<file path="src/hdl/ibbt_pkg.sv">
// shared types, constants and helpers for the instance bounding box table
`default_nettype none
package ibbt_pkg;

  // table and frame geometry
  localparam int unsigned ID_COUNT = 256;
  localparam int unsigned MAX_DIM  = 4096;

  // fixed field widths
  localparam int unsigned CMD_W   = 2;
  localparam int unsigned ID_W    = 8;
  localparam int unsigned LABEL_W = 8;
  localparam int unsigned BOX_W   = 12;
  localparam int unsigned FW_W    = 13;

  // derived widths
  localparam int unsigned IDX_W   = (ID_COUNT > 1) ? $clog2(ID_COUNT) : 1;
  localparam int unsigned COORD_W = $clog2(MAX_DIM);
  localparam int unsigned DIM_W   = COORD_W + 1;
  localparam int unsigned CMP_W   = (FW_W > DIM_W) ? FW_W : DIM_W;

  localparam logic [FW_W-1:0] FRAME_WIDTH_RESET = FW_W'(1920);

  typedef enum logic [CMD_W-1:0] {
    CMD_PIXEL = 2'd0,
    CMD_READ  = 2'd1,
    CMD_START = 2'd2
  } cmd_e;

  // current raster position
  typedef struct packed {
    logic [COORD_W-1:0] x;
    logic [COORD_W-1:0] y;
  } pos_t;

  // one accepted item together with its position
  typedef struct packed {
    cmd_e               cmd;
    logic [ID_W-1:0]    id;
    logic [LABEL_W-1:0] label;
    pos_t               pos;
  } item_t;

  // one table entry as kept in memory
  typedef struct packed {
    logic [LABEL_W-1:0] label;
    logic [COORD_W-1:0] x_min;
    logic [COORD_W-1:0] x_max;
    logic [COORD_W-1:0] y_min;
    logic [COORD_W-1:0] y_max;
  } entry_t;

  localparam int unsigned ENTRY_W = $bits(entry_t);

  // status of the merge stage seen by the top level
  typedef struct packed {
    logic valid;
    logic is_read;
  } stage_t;

  // one read result
  typedef struct packed {
    logic               valid;
    logic [ID_W-1:0]    id;
    logic [LABEL_W-1:0] label;
    logic [BOX_W-1:0]   x_min;
    logic [BOX_W-1:0]   x_max;
    logic [BOX_W-1:0]   y_min;
    logic [BOX_W-1:0]   y_max;
  } result_t;

  // clamp a written frame width to the range 1 .. MAX_DIM
  function automatic logic [DIM_W-1:0] eff_width(input logic [FW_W-1:0] w);
    logic [CMP_W-1:0] wx;
    logic [DIM_W-1:0] r;
    wx = CMP_W'(w);
    if (wx == '0) begin
      r = DIM_W'(1);
    end else if (wx > CMP_W'(MAX_DIM)) begin
      r = DIM_W'(MAX_DIM);
    end else begin
      r = DIM_W'(wx);
    end
    return r;
  endfunction

endpackage
`default_nettype wire

</file>
<file path="src/hdl/ibbt_position.sv">
// column and row counters with the frame width register
`default_nettype none
module ibbt_position (
  input  wire logic                   clk_i,
  input  wire logic                   rst_ni,
  input  wire logic                   cfg_we_i,
  input  wire logic [ibbt_pkg::FW_W-1:0] cfg_width_i,
  input  wire logic                   acc_i,
  input  wire ibbt_pkg::cmd_e         cmd_i,
  output ibbt_pkg::pos_t              pos_o
);
  import ibbt_pkg::*;

  logic [DIM_W-1:0]   width_q, width_d;
  logic [COORD_W-1:0] col_q, col_d;
  logic [COORD_W-1:0] row_q, row_d;
  logic [DIM_W-1:0]   col_next;

  // width register holds the clamped value
  always_comb begin
    width_d = width_q;
    if (cfg_we_i) begin
      width_d = eff_width(cfg_width_i);
    end
  end

  // advance on every pixel, clear on start of frame
  always_comb begin
    col_next = DIM_W'(col_q) + DIM_W'(1);
    col_d    = col_q;
    row_d    = row_q;
    if (acc_i) begin
      case (cmd_i)
        CMD_PIXEL: begin
          if (col_next >= width_q) begin
            col_d = '0;
            if (row_q != COORD_W'(MAX_DIM - 1)) begin
              row_d = row_q + COORD_W'(1);
            end
          end else begin
            col_d = col_next[COORD_W-1:0];
          end
        end
        CMD_START: begin
          col_d = '0;
          row_d = '0;
        end
        default: begin
          col_d = col_q;
          row_d = row_q;
        end
      endcase
    end
  end

  always_ff @(posedge clk_i or negedge rst_ni) begin
    if (!rst_ni) begin
      width_q <= eff_width(FRAME_WIDTH_RESET);
      col_q   <= '0;
      row_q   <= '0;
    end else begin
      width_q <= width_d;
      col_q   <= col_d;
      row_q   <= row_d;
    end
  end

  assign pos_o.x = col_q;
  assign pos_o.y = row_q;

endmodule
`default_nettype wire

</file>
<file path="config.mk">
export PLATFORM = sky130hd
export DESIGN_NAME = ibbt_position
export DESIGN_NICKNAME = d
export VERILOG_FILES = /design/src/hdl/ibbt_pkg.sv /design/src/hdl/ibbt_position.sv
export SDC_FILE = /design/constraint.sdc
export NUM_CORES = 1
export LEC_CHECK = 0
export ABC_AREA = 1
export BUFFER_PORTS_ARGS = -buffer_cell sky130_fd_sc_hd__clkbuf_2
export CAP_MARGIN = 20
export CORE_UTILIZATION = 44
export CTS_CLUSTER_SIZE = 16
export DETAILED_ROUTE_END_ITERATION = 12
export PLACE_DENSITY = 0.7
export SLEW_MARGIN = 25
export SYNTH_ARGS = -nofsm -noshare
export SYNTH_HDL_FRONTEND = slang
export SYNTH_SLANG_ARGS = --single-unit
</file>
<file path="constraint.sdc">
create_clock -name clk_i -period 3.45 [get_ports clk_i]
set_clock_uncertainty 0.1 [all_clocks]
set_input_delay 0.1725 -clock clk_i [delete_from_list [all_inputs] [get_ports clk_i]]
set_output_delay 0.1725 -clock clk_i [all_outputs]
set_load 0.02 [all_outputs]
</file>
==> After elaboration in Yosys (flattened, before gate mapping) <==
Cells that the tools add are included.
{ "word_totals": {"reg_bits": 37, "input_bits": 19, "out_inout_bits": 24, "wordCells": 23} }
{ "op_classes": {"addsub": 2, "magnitude_cmp": 2, "eq_ne": 4, "mux": 7, "n_reduce_logical": 5} }
{ "op_table": {"columns": ["operator", "count"], "rows": [
  ["12-bit case mux with 2 select lines", 2],
  ["12-bit 2-to-1 mux", 3],
  ["13-bit 2-to-1 mux", 2],
  ["12-bit by 1-bit adder with 13-bit output (second input constant)", 1],
  ["13-bit greater-or-equal comparator", 1],
  ["13-bit > comparator (second input constant)", 1],
  ["13-bit zero test", 1],
  ["12-bit by 1-bit adder with 12-bit output (second input constant)", 1],
  ["12-bit != test (second input constant)", 1],
  ["2-bit != test (second input constant)", 2],
  ["4-bit AND reduction", 1],
  ["2-bit == test (second input constant)", 1],
  ["2-bit zero test", 1],
  ["2-bit AND reduction", 1],
  ["2-bit nonzero test", 1]
]} }

==> Depth between registers and ports, before layout <==
{ "logic_depth": {"depth_word": 4, "mapped_depth": 17, "depth_no_buf": 16} }

==> Worst setup path after synthesis <==
OpenSTA, ideal clock, no wires.
{ "synth_timing": {"kind": "register -> register", "from": "reg col_q[0]", "to": "reg row_q[2]", "setup_time_ns": 0.118, "arrival_time_ns": 2.390, "t_required_ns": 3.232, "slack_ns": 0.842, "stages_incl_launch_ff": 17, "n_path_buf": 1, "period_less_slack_ns": 2.608, "path_cell_list": "dfrtp_1 > ha_1 > nand2_1 > nor3_1 > nand4_1 > xor2_1 > ha_1 > nand2_1 > nor2_1 > inv_1 > nor3_2 > nand2_1 > nand3_1 > nand3_2 > buf_6 > nand2_1 > nand2_1"} }
{ "synth_between": {"elab_chain_len": 4} }
{ "synth_rtl": {"columns": ["item", "line_no", "source"], "rows": [
  ["start: declaration", "ibbt_position.sv:15", "logic [COORD_W-1:0] col_q, col_d;"],
  ["start signal: assignment", "ibbt_position.sv:63", "col_q <= col_d;"],
  ["12-bit by 1-bit adder with 13-bit output", "ibbt_position.sv:29", "col_next = DIM_W'(col_q) + DIM_W'(1);"],
  ["13-bit greater-or-equal comparator", "ibbt_position.sv:35", "if (col_next >= width_q) begin"],
  ["2-bit != test (no source line)", null, null],
  ["4-bit AND reduction (no source line)", null, null],
  ["end signal: assignment", "ibbt_position.sv:64", "row_q <= row_d;"],
  ["end: declaration", "ibbt_position.sv:16", "logic [COORD_W-1:0] row_q, row_d;"]
]} }
Every way passes these cells.
A chain may end at the register's enable or synchronous reset.

==> Worst setup path in the final report <==
{ "layout_timing": {"from": "reg col_q[0]", "to": "reg col_q[10]"} }
{ "layout_between": {"elab_chain_len": 4} }
{ "layout_rtl": {"columns": ["item", "line_no", "source"], "rows": [
  ["12-bit by 1-bit adder with 13-bit output (*)", "ibbt_position.sv:29", null],
  ["13-bit greater-or-equal comparator", "ibbt_position.sv:35", null],
  ["12-bit 2-to-1 mux (*)", "ibbt_position.sv:35", null],
  ["12-bit case mux with 2 select lines (*)", "ibbt_position.sv:33", "case (cmd_i)"]
]} }
Mark *: on every way between the ends. The rest lies on a longest branch, timed or not.

==> run metrics <==
CP Class reg -> reg; clk_lat worst skew around 0.30 ns; Synth Area in Compound Gates between 7 and 8%; syn_nets roughly 370; CTS sink count 37; Leakage between 1.5 and 2 nW; YS warnings 0; Sw Share 29.6%; fin crit share between 80% and 90%; Hold Path Stages 3; WP data required ~3.6 ns; die height about 76 um; Slew HR a little over two fifths; Int Pwr ~0.70 mW; clk slew on worst S/H paths around 0.080 ns; Worst Setup SP col_q[0]$_DFFE_PN0P_; largest family of logic cells by synthesized area simple AND/OR/NAND/NOR gates; cell taking the most area after synthesis dfrtp_1; delay-heaviest family, CP simple AND/OR/NAND/NOR gates; GRT overflow 0; crit-path max cell delay between 0.4 and 0.5 ns; adder-cell area share of the yosys netlist just over 8%; Inst Count DP between 400 and 500; final worst slack between 0.4 and 0.5 ns; worst-margin pin slew 0.854 ns; Layout area overhead 17.0%; # rows 26; H-tree depth 2; logic gate share of total power around 17%; gr usage total between 20% and 30%; Die Wd around 76 um; Async S/R FF share, synth 100%; Mean Syn Cell Area around 7.2 um2; wire length of the first global-routing pass approximately 10 mm; post-cts resize count 0; Design Area, Final roughly 2800 um2; Post-Synth Simple-Gate Area 31.1%; Power Density 353 nW/um2; GP Congestion between 0.9 and 1; drt first-iter violations around 130; Max Clk Rate roughly 330 MHz; via density per instance around 5; FF-to-FF setup slack between 0.4 and 0.5 ns; Synth Area in XOR/XNOR roughly 3.3%; top cells by area, synth dfrtp_1 34%, nand2_1 14%, ha_1 8.3%; die area roughly 5800 um2; initial antenna violation count 0; Sw Pwr between 0.2 and 0.3 mW; Worst R2R Start col_q[0]$_DFFE_PN0P_; DP Worst Slack between 0.4 and 0.5 ns; Final Routed Wirelength around 5.8 mm; WP depth 15; hold path startpoint cfg_width_i[3]; pin count of the biggest net entering global routing 38; fin nets 416; worst flop-to-flop path endpoint col_q[10]$_DFFE_PN0P_; n_diodes 0; status complete, no violations; crit path launch type flip-flop; port bufs 42; critical path's most frequent cell nand2_1; vias in the first global route ~2.1k; DRC viols 0; Setup crit end kind flip-flop; Hold WS between 0.007 and 0.008 ns; top cell type's share of synthesized area 34.3%; worst-path cell chain ha_1 > nand2_1 > nor3_1 > nand4_1 > xor2_1 > ha_1 > nand2_1 > nand2_1 > a21oi_1 > nand2_1 > nor2_1 > nand3_1 > inv_2 > nand2_1 > o21ai_1; drt pass-1 iters 4; fillers between 500 and 600; Worst Hold Class in -> reg; number of synthesized flops with an enable pin 0; min Tclk post-route 3.01 ns; CP arrival 3.12 ns; max_cap viols 0; proportion of layout cells with a drive suffix above 1 between 15 and 20%; number of hold buffers added after CTS 4; FF+latch count, synth 37; Crit path buffers/inverters 1; post-synthesis mux area share less than 1%; CTS Buf Count 5; commonest cells in the netlist 92 x nand2_1, 50 x inv_1, 33 x dfrtp_1, 33 x nor2_1, 18 x o21ai_0; clock buffer depth 2; Area after DPL about 2700 um2; Finished Layout Cells 452; most common cell in the synthesized netlist nand2_1; Post-Syn Instances ~330; CTS tree done; fraction of power consumed by sequential logic between 40% and 50%; VDD IR max about 0.20 mV; Top FF cell, synth dfrtp_1; slowest cell on the critical path dfrtp_1; setup bufs post-CTS 0; Final Max Tran Viols 0; Hold Path End width_q[3]$_DFFE_PN0P_; Routed Antenna Nets 0; Vias 2269; # IOs 43; core area 5170 um2; final core occ between 50% and 60%; R2R cell count 15; post-synthesis sequential area ratio 38.7%; Overall Power 0.995 mW; clock root buffer master clkbuf_8; initial core utilization 46.5%; cell area after synthesis roughly 2400 um2; Synth cell types 29; RSZ-0062 raised after global routing no; clock power share around a third; setup TNS 0 ns; hpwl dp 4.33 mm; final setup fails 0; Hold Vio Cnt, Final 0; Routed WL per cell 12.7 um; maximum fanout along the worst path 8
## layer usage
layer | global-route usage [%] | vias to the layer above | share of wire [%]
li1 | - | 1158 | -
met1 | 29.8 | 1036 | 48
met2 | 33.7 | 65 | 45
met3 | 4.58 | 10 | 6.2
met4 | 8.27 | 0 | 1.5
met5 | 0 | - | 0
## worst min-delay path, stage by stage
cell and delay (ns):
clkbuf_2 0.09, nand2_1 0.04, o21ai_0 0.06
## registers in the layout (all words and copies together) (netlist names)
| signal | count |
|---|---|
| row_q | 12 |
| width_q | 13 |
| col_q | 12 |
## layout by cell type (no fill, tap or decap), drive strengths merged
master | synthesis | final
o22ai | 2 | 2
nor3b | 1 | 1
ha | 16 | 16
nor2 | 35 | 35
nor3 | 7 | 7
dfstp | 4 | 4
nand4 | 17 | 17
o21bai | 1 | 1
a21oi | 10 | 10
nand2 | 94 | 94
mux2i | 1 | 1
or2 | 1 | 1
dlygate4sd3 | 0 | 4
clkbuf | 1 | 48
nand3 | 16 | 16
clkinv | 1 | 2
buf | 5 | 2
o21ai | 24 | 24
inv | 55 | 55
dfrtp | 33 | 33
xor2 | 9 | 9
## power by group through the flow
stage,Sequential (mW),Clock [mW],Combinational [mW]
finish,0.480,0.342,0.173
global route,0.483,0.368,0.199
CTS,0.479,0.347,0.176
detailed placement,0.488,0,0.172
global placement,0.487,0,0.167
floorplan,0.496,0,0.0989
## cells by family after synthesis
logic type	after synthesis
and+or+nand+nor	171
buffers and inverters	62
AOI/OAI and AO/OA	37
DFF	37
adders and majority gates	16
xor gates and xnor gates	9
muxes	1
## worst max-delay path by stage
stage / end
2_1_floorplan: row_q[2]$_DFFE_PN0P_
3_3_place_gp: col_q[6]$_DFFE_PN0P_
3_5_place_dp: col_q[4]$_DFFE_PN0P_
4_1_cts: col_q[10]$_DFFE_PN0P_
5_1_grt: col_q[6]$_DFFE_PN0P_
6_report: col_q[10]$_DFFE_PN0P_
## layout make-up
| class | instances | area, um2 | area share [%] |
|---|---|---|---|
| timing repair buffer | 47 | 258 | 9.15 |
| inverter | 56 | 210 | 7.46 |
| clock buffer | 7 | 96.3 | 3.42 |
| tap | 70 | 87.6 | 3.11 |
| sequential | 37 | 931 | 33.1 |
| multi-input combinational | 234 | 1230 | 43.6 |
| clock inverter | 1 | 5.00 | 0.178 |
(Power assumes the default switching activity.)
